--- src/hw/rtl/wcs_pkg.sv ---
`timescale 1ns / 1ps
// ----------------------------------------------------------------------------
// wcs_pkg: shared types and helpers of the washer cycle sequencer
// Phase codes, register indexes, state and configuration records, and the
// small helper functions used by the cycle update logic.
// ----------------------------------------------------------------------------
package wcs_pkg;

  typedef enum logic [2:0] {
    PH_IDLE  = 3'd0,
    PH_FILL  = 3'd1,
    PH_SOAK  = 3'd2,
    PH_WASH  = 3'd3,
    PH_DRAIN = 3'd4,
    PH_SPIN  = 3'd5,
    PH_RINSE = 3'd6,
    PH_DONE  = 3'd7
  } phase_e;

  localparam logic [2:0] CFG_SOAK_MS      = 3'd0;
  localparam logic [2:0] CFG_WASH_MS      = 3'd1;
  localparam logic [2:0] CFG_RINSE_MS     = 3'd2;
  localparam logic [2:0] CFG_SPIN_MS      = 3'd3;
  localparam logic [2:0] CFG_DONE_MS      = 3'd4;
  localparam logic [2:0] CFG_PAUSE_MIN_MS = 3'd5;
  localparam logic [2:0] CFG_WASH_STEP_MS = 3'd6;
  localparam logic [2:0] CFG_SPIN_STEP_MS = 3'd7;

  localparam int unsigned CfgIdxW  = 3;
  localparam int unsigned CfgDataW = 16;

  localparam logic [16:0] CNT17_MAX = 17'h1FFFF;

  typedef struct packed {
    logic [15:0] soak_ms;
    logic [15:0] wash_ms;
    logic [15:0] rinse_ms;
    logic [15:0] spin_ms;
    logic [15:0] done_ms;
    logic [15:0] pause_min_ms;
    logic [9:0]  wash_step_ms;
    logic [9:0]  spin_step_ms;
  } cfg_t;

  localparam cfg_t CFG_RESET = '{
    soak_ms:      16'd5000,
    wash_ms:      16'd15000,
    rinse_ms:     16'd15000,
    spin_ms:      16'd13000,
    done_ms:      16'd5000,
    pause_min_ms: 16'd1000,
    wash_step_ms: 10'd30,
    spin_step_ms: 10'd10
  };

  typedef struct packed {
    phase_e      phase;
    logic [1:0]  round_cnt;
    logic [16:0] phase_el;
    logic [9:0]  step_el;
    logic [2:0]  chaser_pos;
    logic        pause_flag;
    logic [16:0] pause_el;
    logic [2:0]  prev_in;
    logic [7:0]  led_hold;
  } state_t;

  localparam state_t STATE_RESET = '{
    phase:      PH_IDLE,
    round_cnt:  2'd0,
    phase_el:   17'd0,
    step_el:    10'd0,
    chaser_pos: 3'd0,
    pause_flag: 1'b0,
    pause_el:   17'd0,
    prev_in:    3'b111,
    led_hold:   8'd0
  };

  function automatic logic [16:0] sat_inc17(logic [16:0] v);
    return (v == CNT17_MAX) ? CNT17_MAX : v + 17'd1;
  endfunction

  function automatic state_t enter_phase(state_t s, phase_e p);
    state_t r;
    r            = s;
    r.phase      = p;
    r.phase_el   = '0;
    r.step_el    = '0;
    r.chaser_pos = '0;
    return r;
  endfunction

  function automatic logic [7:0] led_pattern(phase_e ph, logic [2:0] pos);
    logic on;
    logic [7:0] pat;
    on = ~pos[0];
    case (ph) inside
      PH_FILL:                    pat = {7'd0, on};
      PH_SOAK:                    pat = {6'd0, on, 1'b0};
      PH_DRAIN:                   pat = {5'd0, on, 2'd0};
      PH_DONE:                    pat = {2'd0, on, 5'd0};
      PH_WASH, PH_SPIN, PH_RINSE: pat = 8'd1 << pos;
      default:                    pat = 8'd0;
    endcase
    return pat;
  endfunction

endpackage

--- src/hw/rtl/wcs_step.sv ---
`timescale 1ns / 1ps
// ----------------------------------------------------------------------------
// wcs_step: one-tick update of the washer cycle state
// Computes the next phase, timers, chaser position, pause status and LED
// pattern from the current state, the configuration and one input sample.
// ----------------------------------------------------------------------------
module wcs_step #(
  parameter int unsigned RINSE_ROUNDS  = 2,
  parameter int unsigned BLINK_HALF_MS = 50
) (
  input  wcs_pkg::state_t state_i,
  input  wcs_pkg::cfg_t   cfg_i,
  input  logic            start_n_i,
  input  logic            pause_n_i,
  input  logic            level_n_i,
  output wcs_pkg::state_t state_o
);

  localparam logic [10:0] BlinkHalf = 11'(BLINK_HALF_MS);
  localparam logic [2:0]  Rounds    = 3'(RINSE_ROUNDS);

  logic [2:0]      cur;
  logic [2:0]      fall;
  logic [9:0]      step_sel;
  logic [9:0]      step_eff;
  logic [15:0]     dur_sel;
  logic [15:0]     tmr_dur;
  logic [16:0]     ph_el_inc;
  logic [10:0]     step_next;
  logic            chase_wrap;
  logic            sweep_done;
  logic            blink_wrap;
  wcs_pkg::state_t s;

  assign cur  = {level_n_i, pause_n_i, start_n_i};
  assign fall = state_i.prev_in & ~cur;

  assign step_sel  = (state_i.phase == wcs_pkg::PH_SPIN) ? cfg_i.spin_step_ms
                                                         : cfg_i.wash_step_ms;
  assign step_eff  = (step_sel == 10'd0) ? 10'd1 : step_sel;
  assign dur_sel   = (state_i.phase == wcs_pkg::PH_SPIN) ? cfg_i.spin_ms :
                     (state_i.phase == wcs_pkg::PH_WASH) ? cfg_i.wash_ms : cfg_i.rinse_ms;
  assign tmr_dur   = (state_i.phase == wcs_pkg::PH_SOAK) ? cfg_i.soak_ms : cfg_i.done_ms;
  assign ph_el_inc = wcs_pkg::sat_inc17(state_i.phase_el);
  assign step_next = {1'b0, state_i.step_el} + 11'd1;

  assign chase_wrap = step_next >= {1'b0, step_eff};
  assign sweep_done = chase_wrap && (state_i.chaser_pos == 3'd7)
                      && (ph_el_inc > {1'b0, dur_sel});
  assign blink_wrap = step_next >= BlinkHalf;

  always_comb begin
    s = state_i;
    if (state_i.pause_flag) begin
      if (!cur[1] && (state_i.pause_el > {1'b0, cfg_i.pause_min_ms})) begin
        s.pause_flag = 1'b0;
      end else begin
        s.pause_el = wcs_pkg::sat_inc17(state_i.pause_el);
      end
    end else if (state_i.phase == wcs_pkg::PH_IDLE) begin
      if (fall[0]) begin
        s.round_cnt = 2'd0;
        s = wcs_pkg::enter_phase(s, wcs_pkg::PH_FILL);
      end
    end else if (fall[1]) begin
      s.pause_flag = 1'b1;
      s.pause_el   = '0;
    end else begin
      case (state_i.phase) inside
        wcs_pkg::PH_FILL, wcs_pkg::PH_DRAIN, wcs_pkg::PH_SOAK, wcs_pkg::PH_DONE: begin
          if (blink_wrap) begin
            s.step_el       = '0;
            s.chaser_pos[0] = ~state_i.chaser_pos[0];
          end else begin
            s.step_el = step_next[9:0];
          end
          if (state_i.phase == wcs_pkg::PH_FILL) begin
            if (fall[2]) begin
              s = wcs_pkg::enter_phase(s, (state_i.round_cnt == 2'd0) ?
                                          wcs_pkg::PH_SOAK : wcs_pkg::PH_RINSE);
            end
          end else if (state_i.phase == wcs_pkg::PH_DRAIN) begin
            if (fall[2]) begin
              s = wcs_pkg::enter_phase(s, wcs_pkg::PH_SPIN);
            end
          end else begin
            s.phase_el = ph_el_inc;
            if (ph_el_inc > {1'b0, tmr_dur}) begin
              s = wcs_pkg::enter_phase(s, (state_i.phase == wcs_pkg::PH_SOAK) ?
                                          wcs_pkg::PH_WASH : wcs_pkg::PH_IDLE);
            end
          end
        end
        default: begin
          s.phase_el = ph_el_inc;
          if (sweep_done) begin
            if (state_i.phase != wcs_pkg::PH_SPIN) begin
              s = wcs_pkg::enter_phase(s, wcs_pkg::PH_DRAIN);
            end else if ({1'b0, state_i.round_cnt} < Rounds) begin
              s.round_cnt = state_i.round_cnt + 2'd1;
              s = wcs_pkg::enter_phase(s, wcs_pkg::PH_FILL);
            end else begin
              s = wcs_pkg::enter_phase(s, wcs_pkg::PH_DONE);
            end
          end else if (chase_wrap) begin
            s.step_el    = '0;
            s.chaser_pos = state_i.chaser_pos + 3'd1;
          end else begin
            s.step_el = step_next[9:0];
          end
        end
      endcase
    end
    s.prev_in = cur;
    if (!s.pause_flag) begin
      s.led_hold = wcs_pkg::led_pattern(s.phase, s.chaser_pos);
    end
    state_o = s;
  end

endmodule

--- src/hw/rtl/washer_cycle_sequencer.sv ---
`timescale 1ns / 1ps
// ----------------------------------------------------------------------------
// washer_cycle_sequencer: washing-machine cycle controller
// Takes one millisecond tick per input transaction and returns the LED
// pattern, the current phase and the pause status after that tick.
// ----------------------------------------------------------------------------
//  channel  | handshake                 | payload
//  ---------+---------------------------+----------------------------------
//  input    | in_valid_i / in_stall_o   | start_n_i, pause_n_i, level_n_i
//  output   | out_valid_o / out_stall_i | leds_o, phase_o, paused_o
//  config   | cfg_we_i                  | cfg_idx_i, cfg_data_i
//
//  Each tick is applied combinationally; its result is registered and visible the cycle after.
//  A new tick is taken every cycle while the result register is free or
//  being emptied in the same cycle.
//  A stalled result holds, and further input transactions wait behind it.
//  Reset returns the cycle to idle and the registers to their defaults.
// ----------------------------------------------------------------------------
module washer_cycle_sequencer #(
  parameter int unsigned RINSE_ROUNDS  = 2,
  parameter int unsigned BLINK_HALF_MS = 50
) (
  input  logic                         clk_i,
  input  logic                         rst_ni,
  input  logic                         in_valid_i,
  output logic                         in_stall_o,
  input  logic                         start_n_i,
  input  logic                         pause_n_i,
  input  logic                         level_n_i,
  output logic                         out_valid_o,
  input  logic                         out_stall_i,
  output logic [7:0]                   leds_o,
  output logic [2:0]                   phase_o,
  output logic                         paused_o,
  input  logic                         cfg_we_i,
  input  logic [wcs_pkg::CfgIdxW-1:0]  cfg_idx_i,
  input  logic [wcs_pkg::CfgDataW-1:0] cfg_data_i
);

  wcs_pkg::cfg_t   cfg_q;
  wcs_pkg::state_t state_q;
  wcs_pkg::state_t state_d;
  logic            out_valid_q;
  logic            out_valid_d;
  logic            in_accept;

  assign in_stall_o  = out_valid_q & out_stall_i;
  assign in_accept   = in_valid_i & ~in_stall_o;
  assign out_valid_d = in_accept | (out_valid_q & out_stall_i);

  wcs_step #(
    .RINSE_ROUNDS (RINSE_ROUNDS),
    .BLINK_HALF_MS(BLINK_HALF_MS)
  ) u_step (
    .state_i  (state_q),
    .cfg_i    (cfg_q),
    .start_n_i(start_n_i),
    .pause_n_i(pause_n_i),
    .level_n_i(level_n_i),
    .state_o  (state_d)
  );

  always_ff @(posedge clk_i or negedge rst_ni) begin
    if (!rst_ni) begin
      state_q     <= wcs_pkg::STATE_RESET;
      out_valid_q <= 1'b0;
    end else begin
      out_valid_q <= out_valid_d;
      if (in_accept) begin
        state_q <= state_d;
      end
    end
  end

  always_ff @(posedge clk_i or negedge rst_ni) begin
    if (!rst_ni) begin
      cfg_q <= wcs_pkg::CFG_RESET;
    end else if (cfg_we_i) begin
      unique case (cfg_idx_i)
        wcs_pkg::CFG_SOAK_MS:      cfg_q.soak_ms      <= cfg_data_i;
        wcs_pkg::CFG_WASH_MS:      cfg_q.wash_ms      <= cfg_data_i;
        wcs_pkg::CFG_RINSE_MS:     cfg_q.rinse_ms     <= cfg_data_i;
        wcs_pkg::CFG_SPIN_MS:      cfg_q.spin_ms      <= cfg_data_i;
        wcs_pkg::CFG_DONE_MS:      cfg_q.done_ms      <= cfg_data_i;
        wcs_pkg::CFG_PAUSE_MIN_MS: cfg_q.pause_min_ms <= cfg_data_i;
        wcs_pkg::CFG_WASH_STEP_MS: cfg_q.wash_step_ms <= cfg_data_i[9:0];
        wcs_pkg::CFG_SPIN_STEP_MS: cfg_q.spin_step_ms <= cfg_data_i[9:0];
        default: ;
      endcase
    end
  end

  assign out_valid_o = out_valid_q;
  assign leds_o      = state_q.led_hold;
  assign phase_o     = state_q.phase;
  assign paused_o    = state_q.pause_flag;

endmodule

--- config.mk ---
export PLATFORM = sky130hd
export DESIGN_NAME = washer_cycle_sequencer
export DESIGN_NICKNAME = d
export VERILOG_FILES = /design/src/hw/rtl/wcs_pkg.sv /design/src/hw/rtl/wcs_step.sv /design/src/hw/rtl/washer_cycle_sequencer.sv
export SDC_FILE = /design/constraint.sdc
export NUM_CORES = 1
export LEC_CHECK = 0
export BUFFER_PORTS_ARGS = -buffer_cell sky130_fd_sc_hd__buf_2
export CORE_ASPECT_RATIO = 0.6
export CORE_MARGIN = 8
export CORE_UTILIZATION = 25
export DETAILED_ROUTE_END_ITERATION = 16
export GPL_TIMING_DRIVEN = 1
export SLEW_MARGIN = 0
export SYNTH_ARGS = -nofsm -noshare
export SYNTH_HDL_FRONTEND = slang
export SYNTH_SLANG_ARGS = --single-unit
export TNS_END_PERCENT = 1
--- constraint.sdc ---
create_clock -name clk_i -period 5.2 [get_ports clk_i]
set_input_delay 0.52 -clock clk_i [delete_from_list [all_inputs] [get_ports clk_i]]
set_output_delay 0.52 -clock clk_i [all_outputs]
set_load 0.02 [all_outputs]
==> reports/qor_table.md, run 1 <==
| Stage | Item | This run |
| --- | --- | --- |
| finish | Total Nets Final | 1133 |
| sta | Worst-margin pin slew | 1083 ps |
| flow run | Number of max-cap violations | 0 |
| clocking | Post-CTS Setup Bufs | 0 |
| placement | Count of placed standard cells including taps | 1606 |
| clocking | H-tree Lvls | 4 |
| die | Die Area | 0.05016 mm^2 |
| yosys | Count of different cell masters after synthesis | 89 |
| worst setup path | Count of buffering cells on the critical path with inverters included | 1 |
| sta | Sum of negative setup slack | 0 ps |
| clocking | Post-CTS clock slew at the launch and capture registers of the worst setup and hold paths | 70 ps |
| worst setup path | Worst path cell trace | and3b_1 > buf_4 > mux2i_1 > nor2_1 > a21oi_1 > ha_1 > nand3_1 > nor2_1 > and3_1 > a311o_1 > o31a_1 > or3_4 > nor3_4 > and2_4 > nor2_2 > o41ai_1 |
| placement | Cell area reported after detailed placement | 0.01160 mm^2 |
| yosys | Sequential fraction of the synthesis area | 0.4261 |
| worst setup path | Crit path DAT | 5250 ps |
| global routing | Via count of the first global-routing pass | 7784 |
| finish | Multi-input gate area in the final layout | 0.005751 mm^2 |
| sta | Highest achievable clock rate | 203.2 MHz |
| finish | Number of standard cells in the layout, taps in and fillers out | 1638 |
| clocking | Clock root cell | sky130_fd_sc_hd__clkbuf_16 |
| worst hold path | Worst Hold Class | in -> async |
| yosys | Warnings, synthesis | 0 |
| finish | Share of cells above drive strength 1 | 0.2776 |
| sta | Final setup skew | 18.97 ps |
| drt | Routed vias | 8112 |
| worst setup path | CP delay by family, top | simple AND/OR/NAND/NOR gates |
| pwr | Sequential share of power | 0.362 |
| drt | Initial detailed-routing violation count | 712 |
| pwr | Overall Power | 5.338 mW |
| yosys | Total nets after synthesis | 1106 |
| die | Die Y-Extent | 176.7 um |
| drt | Mean routed wirelength per cell | 17.79 um |
| worst setup path | Sort of element at the start of the critical path | flop |
| yosys | Number of standard cells after synthesis | 1019 |
| yosys | Cell types with the largest area share after synthesis | sky130_fd_sc_hd__dfrtp_1 (32%), sky130_fd_sc_hd__mux2_2 (12%), sky130_fd_sc_hd__dfstp_2 (11%) |
| global routing | First-pass GRT wire length | 46010 um |
| global routing | Antenna violations before repair | 0 |
| drt | Antenna violation net count after detailed routing | 0 |
| die | Core Box Area | 0.04289 mm^2 |
| die | Effective utilization at floorplan | 0.2509 |
| drt | Number of iterations in the first detailed-routing pass | 5 |
| drt | Final wirelength | 29140 um |
| yosys | EDFF count, synth | 0 |
| pwr | Areal power density over the cells | 435.5 mW/mm^2 |
| pwr | Max IR drop VDD | 0.0002955 V |
| worst setup path | Max incr delay on CP | 550 ps |
| pwr | Fraction of power consumed by the clock network | 0.262 |
| clocking | CTS Buf Count | 17 |
| sta | Setup violations, final | 0 |
| die | Number of top-level pins | 41 |
| global routing | Total routing usage reported by global routing | 0.1163 |
| yosys | Area share of the leading cell type in the synthesized netlist | 0.3162 |
| yosys | Async S/R FF share, synth | 1.000 |
| sta | Min Tclk post-route | 4922 ps |
| finish | Final cell area excluding filler cells | 0.01226 mm^2 |
| clocking | Buffer depth of the longest clock path | 2 |
| die | Cell Rows | 59 |
| global routing | Pin count of the biggest net entering global routing | 104 |
| worst setup path | CP required | 5520 ps |
| finish | N_diodes | 0 |
| placement | HPWL Detailed | 21540 um |
| yosys | Seq cells post-synth | 181 |
| yosys | Most used flip-flop cell after synthesis | sky130_fd_sc_hd__dfrtp_1 |
| finish | Area growth from synthesis to layout | 13.89% |
| finish | Layout filler cell count | 4417 |
| placement | IO Port Bufs | 40 |
| sta | Tcrit/Tclk final | 0.9465 |
| clocking | Latest clock arrival within the worst-skew pair | 460 ps |
| global routing | Sum of overflow across all layers after global routing | 0 |
| pwr | Net switching fraction of the power | 0.3814 |
| drt | Mean number of vias per cell | 4.952 |
| finish | Reg area | 0.004586 mm^2 |
| worst setup path | Worst-path fanout max | 8 |
| die | DIE WIDTH | 283.9 um |
| pwr | Power Internal | 3.302 mW |
| placement | Weighted congestion at the end of routability-driven global placement | 0.8786 |
| worst setup path | Crit path kind | reg -> reg |
| worst setup path | CP max stage cell | sky130_fd_sc_hd__dfrtp_1 |
| yosys | Mean area per synthesized cell | 10.56 um^2 |
| worst setup path | Most repeated library cell on the critical path | sky130_fd_sc_hd__nor2_1 |
| worst setup path | Type of destination of the critical path | flop |
| yosys | Area leader, netlist | sky130_fd_sc_hd__dfrtp_1 |
| sta | Final hold vios | 0 |
| clocking | CTS tree | done |
| yosys | Combined area of all synthesized cells | 0.01076 mm^2 |
| sta | Relative slew margins | 0.2743 |
| drt | DRC | 0 |
| pwr | Switching power summed over all nets | 2.036 mW |
| clocking | Total of hold buffers inserted after clock tree synthesis | 0 |
| clocking | CTS sink cnt | 181 |
| pwr | Combinational Power Share | 0.376 |
| sta | Final slew viol count | 0 |
| outcome | Result of the run | finished clean |
| pwr | Leakage power | 5.392 nW |
-- sequential cells by signal (all words and copies together) (netlist names) --
register     flops
out_valid_o      1
leds_o           8
state_q         52
paused_o         1
cfg_q          116
phase_o          3
-- layout make-up --
class / instances / share of cell area
clock buffers: 19 / 0.03532
clock inverters: 13 / 0.01531
inverters: 42 / 0.01286
multi-input cells: 739 / 0.4691
flip-flops and latches: 181 / 0.3741
well taps: 579 / 0.05910
repair buffers: 65 / 0.03419
-- final timing paths --
check / slack, ps / depth (start not counted) / end / startpoint
worst max-delay path: 280 / 16 / leds_o[6] / phase_o[0]
worst min-delay path: 90 / 1 / leds_o[7] / rst_ni
worst max register to register: 280 / 16 / leds_o[6] / phase_o[0]
worst min register to register: 460 / 2 / state_q[8] / state_q[8]
max in group asynchronous: 4080 / 2 / state_q[21] / rst_ni
min in group clk_i: 270 / 3 / state_q[8] / start_n_i
-- synth_stat cells, types with 18 or more instances --
cell,count
sky130_fd_sc_hd__dfrtp_1,136
sky130_fd_sc_hd__mux2_2,116
sky130_fd_sc_hd__nand2_1,74
sky130_fd_sc_hd__o21ai_0,67
sky130_fd_sc_hd__ha_1,60
sky130_fd_sc_hd__dfstp_2,45
sky130_fd_sc_hd__inv_1,42
sky130_fd_sc_hd__a22o_1,41
sky130_fd_sc_hd__a21oi_1,39
sky130_fd_sc_hd__nand3_1,35
sky130_fd_sc_hd__nor2_1,35
sky130_fd_sc_hd__clkbuf_1,30
sky130_fd_sc_hd__mux2i_1,29
sky130_fd_sc_hd__and3_1,21
sky130_fd_sc_hd__nor3_1,18
-- layout by cell type, fill, tap and decap left out, types with 15 or more instances in the layout --
| master | instances |
|---|---|
| sky130_fd_sc_hd__a21oi_1 | 39 |
| sky130_fd_sc_hd__a22o_1 | 41 |
| sky130_fd_sc_hd__and3_1 | 21 |
| sky130_fd_sc_hd__buf_2 | 39 |
| sky130_fd_sc_hd__buf_4 | 23 |
| sky130_fd_sc_hd__clkbuf_16 | 17 |
| sky130_fd_sc_hd__dfrtp_1 | 136 |
| sky130_fd_sc_hd__dfstp_2 | 45 |
| sky130_fd_sc_hd__ha_1 | 59 |
| sky130_fd_sc_hd__inv_1 | 42 |
| sky130_fd_sc_hd__mux2_2 | 116 |
| sky130_fd_sc_hd__mux2i_1 | 29 |
| sky130_fd_sc_hd__nand2_1 | 73 |
| sky130_fd_sc_hd__nand3_1 | 35 |
| sky130_fd_sc_hd__nand4_1 | 15 |
| sky130_fd_sc_hd__nor2_1 | 35 |
| sky130_fd_sc_hd__nor3_1 | 15 |
| sky130_fd_sc_hd__o21ai_0 | 67 |
-- through the flow --
step,hold slack (ps),util,setup WS (ps)
3_3_place_gp,446.1,0.2704,341.4
2_1_floorplan,224.4,-,591.8
3_5_place_dp,448.9,0.2704,217.8
5_1_grt,152.3,0.2858,-9.559
4_1_cts,109.8,0.2849,184.0
6_report,86.67,0.2858,278.3
-- kinds of logic after synthesis --
group	synth area share
and+or+nand+nor	0.1386
DFF	0.4261
buffers and inverters	0.04557
muxes	0.1483
AOI/OAI and AO/OA	0.1511
adders and majority gates	0.07161
xor gates and xnor gates	0.01872
-- routing by layer --
metal / routed length (um) / global-route usage / vias to the layer above
li1: - / - / 3814
met1: 16030 / 0.1869 / 4068
met2: 11150 / 0.1508 / 209
met3: 1621 / 0.02321 / 21
met4: 339 / 0.03205 / 0
met5: 0 / 0 / -
-- power groups by stage --
stage / Combinational (mW) / Sequential, mW / Clock (mW)
after global routing: 2.20 / 1.98 / 1.49
after floorplan: 1.48 / 1.87 / 0
after detailed placement: 1.96 / 1.96 / 0
after CTS: 1.97 / 1.93 / 1.43
final: 2.01 / 1.93 / 1.40
after global placement: 1.92 / 1.94 / 0
-- what timing repair did --
item / 4_1_cts / 5_1_grt
setup endpoints to repair: 0 / 8
hold endpoints to repair: 0 / 0
gates resized for setup: 0 / 9
(Power assumes the default switching activity.)
==> inputs of run 2 (changes only) <==
Settings changed: SYNTH_HIERARCHICAL set to 1.
==> reports/qor_table.md, run 2 <==
| Stage | Item | This run | Delta |
| --- | --- | --- | --- |
| outcome | Result of the run | finished clean |  |
| worst setup path | Crit path kind | reg -> reg |  |
| pwr | Leakage power | 5.735 nW | +6.4% |
| yosys | Combined area of all synthesized cells | 0.01145 mm^2 | +6.4% |
| yosys | Combinational family with the most area after synthesis | multiplexers |  |
| pwr | Overall Power | 6.240 mW | +17% |
| yosys | Async S/R FF share, synth | 1.000 | unchanged |
| yosys | Most common cell in the netlist | sky130_fd_sc_hd__mux2_2 |  |
| clocking | Post-CTS clock slew at the launch and capture registers of the worst setup and hold paths | 70 ps | about the same |
| sta | Final hold vios | 0 | unchanged |
| yosys | Count of different cell masters after synthesis | 79 | -11% |
| global routing | First-pass GRT wire length | 50110 um | +8.9% |
| yosys | Number of standard cells after synthesis | 1082 | +6.2% |
| clocking | Total of hold buffers inserted after clock tree synthesis | 0 | unchanged |
| global routing | Via count of the first global-routing pass | 8180 | +5.1% |
| finish | Area growth from synthesis to layout | 15.13% |  |
| global routing | Total routing usage reported by global routing | 0.1193 | +0.002968 |
| yosys | Adder-cell share of the synthesized area | 0.06754 | -0.004070 |
| finish | Most common cell after layout, fill and taps aside | sky130_fd_sc_hd__mux2_2 |  |
| finish | Register name with the most flops | cfg_q |  |
| sta | Worst-margin pin slew | 1185 ps | +102.2 ps |
| flow run | Number of max-cap violations | 0 | unchanged |
| sta | Final slew viol count | 0 | unchanged |
| finish | Most frequent cells in the layout | sky130_fd_sc_hd__mux2_2 (173), sky130_fd_sc_hd__dfrtp_1 (135), sky130_fd_sc_hd__nand2_1 (75), sky130_fd_sc_hd__ha_1 (61), sky130_fd_sc_hd__a21oi_1 (54) |  |
| placement | Count of placed standard cells including taps | 1686 | +5.0% |
| yosys | Warnings, synthesis | 6 | +6 |
| yosys | Area share of the leading cell type in the synthesized netlist | 0.2973 | -0.01894 |
| clocking | CTS Buf Count | 17 | unchanged |
| die | DIE WIDTH | 292.3 um | +3.0% |
| clocking | Clock root cell | sky130_fd_sc_hd__clkbuf_16 |  |
| worst setup path | Worst-path fanout max | 5 | -3 |
| sta | Setup violations, final | 0 | unchanged |
| pwr | Areal power density over the cells | 473.4 mW/mm^2 | +8.7% |
| yosys | EDFF count, synth | 0 | unchanged |
| yosys | Post-Synth Simple-Gate Area | 0.1293 | -0.009283 |
| global routing | Antenna violations before repair | 0 | unchanged |
| sta | Final setup skew | 11.27 ps | -7.706 ps |
| yosys | Sequential fraction of the synthesis area | 0.4005 | -0.02552 |
| global routing | Pin count of the biggest net entering global routing | 117 | +13% |
| drt | Routed vias | 8754 | +7.9% |
| sta | Tcrit/Tclk final | 0.9628 | +0.01633 |
| finish | Share of cells above drive strength 1 | 0.3380 | +0.06041 |
| drt | Final wirelength | 32050 um | +10% |
| yosys | Compound-cell area share of the yosys netlist | 0.1240 | -0.02708 |
| die | Die Y-Extent | 181.8 um | +2.9% |
| drt | Mean number of vias per cell | 5.075 | +2.5% |
| sta | Relative slew margins | 0.2071 | -0.06725 |
| placement | HPWL Detailed | 23570 um | +9.4% |
| drt | Number of iterations in the first detailed-routing pass | 5 | unchanged |
| sta | Min Tclk post-route | 5007 ps | +84.89 ps |
| worst setup path | CP required | 5540 ps | +20 ps |
| yosys | Most common library cells after synthesis | sky130_fd_sc_hd__mux2_2 (173), sky130_fd_sc_hd__dfrtp_1 (136), sky130_fd_sc_hd__nand2_1 (75), sky130_fd_sc_hd__ha_1 (61), sky130_fd_sc_hd__a21oi_1 (54) |  |
| drt | Antenna violation net count after detailed routing | 0 | unchanged |
| die | Core Box Area | 0.04497 mm^2 | +4.8% |
| clocking | CTS sink cnt | 181 | unchanged |
| clocking | CTS tree | done |  |
| finish | Flip-flop count of the largest register, all copies and words added | 116 | unchanged |
| drt | DRC | 0 | unchanged |
| finish | Total Nets Final | 1211 | +6.9% |
| finish | Number of standard cells in the layout, taps in and fillers out | 1725 | +5.3% |
| worst setup path | Sort of element at the start of the critical path | flop |  |
| yosys | Mean area per synthesized cell | 10.58 um^2 | +0.18% |
| yosys | Area leader, netlist | sky130_fd_sc_hd__dfrtp_1 |  |
| drt | Initial detailed-routing violation count | 817 | +15% |
| worst setup path | Type of destination of the critical path | flop |  |
| clocking | Latest clock arrival within the worst-skew pair | 450 ps | about the same |
| yosys | Total nets after synthesis | 1170 | +5.8% |
| yosys | Post-synthesis mux area share | 0.2174 | +0.06904 |
| worst hold path | Worst Hold Class | in -> async |  |
| yosys | Area share of xor/xnor cells in the synthesized design | 0.01377 | -0.004946 |
| clocking | Buffer depth of the longest clock path | 2 | unchanged |
| sta | Highest achievable clock rate | 199.7 MHz | -1.7% |
| yosys | Cell types with the largest area share after synthesis | sky130_fd_sc_hd__dfrtp_1 (30%), sky130_fd_sc_hd__mux2_2 (17%), sky130_fd_sc_hd__dfstp_2 (10%) |  |
| placement | IO Port Bufs | 40 | unchanged |
| pwr | Max IR drop VDD | 0.0002177 V | -26% |
| yosys | Seq cells post-synth | 181 | unchanged |
| placement | Cell area reported after detailed placement | 0.01243 mm^2 | +7.2% |
| clocking | H-tree Lvls | 4 | unchanged |
| drt | Mean routed wirelength per cell | 18.58 um | +4.4% |
| placement | Weighted congestion at the end of routability-driven global placement | 0.8568 | -2.5% |
| worst setup path | Crit path DAT | 5340 ps | +90 ps |
| finish | Final cell area excluding filler cells | 0.01318 mm^2 | +7.5% |
| finish | N_diodes | 0 | unchanged |
| die | Die Area | 0.05312 mm^2 | +5.9% |
| die | Effective utilization at floorplan | 0.2546 | +0.003650 |
| global routing | Sum of overflow across all layers after global routing | 0 | unchanged |
| die | Number of top-level pins | 41 | unchanged |
| die | Cell Rows | 60 | +1.7% |
| yosys | Most used flip-flop cell after synthesis | sky130_fd_sc_hd__dfrtp_1 |  |
## run 2: cell types whose count changed in the layout (fill, tap and decap cells not counted), moves of 15 or more
cell / change
sky130_fd_sc_hd__a21oi_1: +15
sky130_fd_sc_hd__mux2_2: +57
sky130_fd_sc_hd__a22o_1: -26
sky130_fd_sc_hd__buf_4: +19
sky130_fd_sc_hd__nor2_1: +16
sky130_fd_sc_hd__o21ai_0: -26
## run 2: routing by layer
layer  share of wire  vias to the layer above  global-route usage
li1                -                     4061                   -
met1            0.55                     4397              0.1964
met5               0                        -                   0
met2            0.37                      279              0.1477
met3           0.068                       17             0.02984
met4          0.0074                        0             0.02452
## run 2: cell type report
| cell class | instances | area [um^2] |
|---|---|---|
| Sequential cell | 181 | 4587 |
| Clock buffer | 21 | 460.4 |
| Multi-Input combinational cell | 791 | 6484 |
| Timing Repair Buffer | 86 | 601.8 |
| Tap cell | 589 | 737.0 |
| Inverter | 46 | 172.7 |
| Clock inverter | 11 | 137.6 |
| Fill cell | 4624 | 31790 |
## run 2: where the power goes
part           total [mW]  switching (mW)  internal, mW
Sequential           2.07           0.286          1.78
Combinational        2.82            1.68          1.15
Clock                1.35           0.603         0.745
## run 2: path summary, 6_finish.rpt
check	start	to	slack [ps]	cells past startpoint
max	state_q[43]	leds_o[2]	190	19
min	rst_ni	leds_o[4]	50	1
max reg2reg	state_q[43]	leds_o[2]	190	19
min reg2reg	cfg_q[104]	cfg_q[104]	500	1
max in group asynchronous	rst_ni	cfg_q[94]	4080	2
min in group clk_i	in_valid_i	out_valid_o	290	2
## run 2: stage by stage
stage	hold WS, ps	utilization	setup slack [ps]	TNS (ps)
6_report	45.22	0.2931	193.4	0
5_1_grt	99.81	0.2931	-24.53	-50.49
4_1_cts	84.87	0.2900	43.63	0
3_5_place_dp	488.3	0.2765	-119.8	-495.4
3_3_place_gp	485.0	0.2765	121.2	0
2_1_floorplan	224.4	-	210.9	0
## run 2: cells by family after synthesis
logic type                 Yosys count
AOI/OAI and AO/OA                  209
DFF                                181
muxes                              222
xor gates and xnor gates            18
buffers and inverters              111
adders and majority gates           62
and+or+nand+nor                    279
## run 2: critical path, stage by stage (launching register included)
cell and delay [ps]:
sky130_fd_sc_hd__dfrtp_1 410, sky130_fd_sc_hd__and4_1 250, sky130_fd_sc_hd__and4_1 220, sky130_fd_sc_hd__and2_1 180, sky130_fd_sc_hd__nand4_1 240, sky130_fd_sc_hd__o21ai_1 240
sky130_fd_sc_hd__nand3_2 140, sky130_fd_sc_hd__ha_1 340, sky130_fd_sc_hd__nand3_1 170, sky130_fd_sc_hd__nor3_2 280, sky130_fd_sc_hd__nor4b_1 90, sky130_fd_sc_hd__and4b_1 200
sky130_fd_sc_hd__or3_4 440, sky130_fd_sc_hd__o31a_1 260, sky130_fd_sc_hd__a311o_1 390, sky130_fd_sc_hd__a21oi_4 220, sky130_fd_sc_hd__maj3_1 200, sky130_fd_sc_hd__nor2_1 40
sky130_fd_sc_hd__a221o_1 310, sky130_fd_sc_hd__mux2_2 260
## run 2: repair_timing
action / 4_1_cts / 5_1_grt
setup buffers: 0 / 6
cloned: 0 / 1
setup endpoints to repair: 7 / 9
pin swaps: 0 / 13
gates resized for setup: 3 / 18
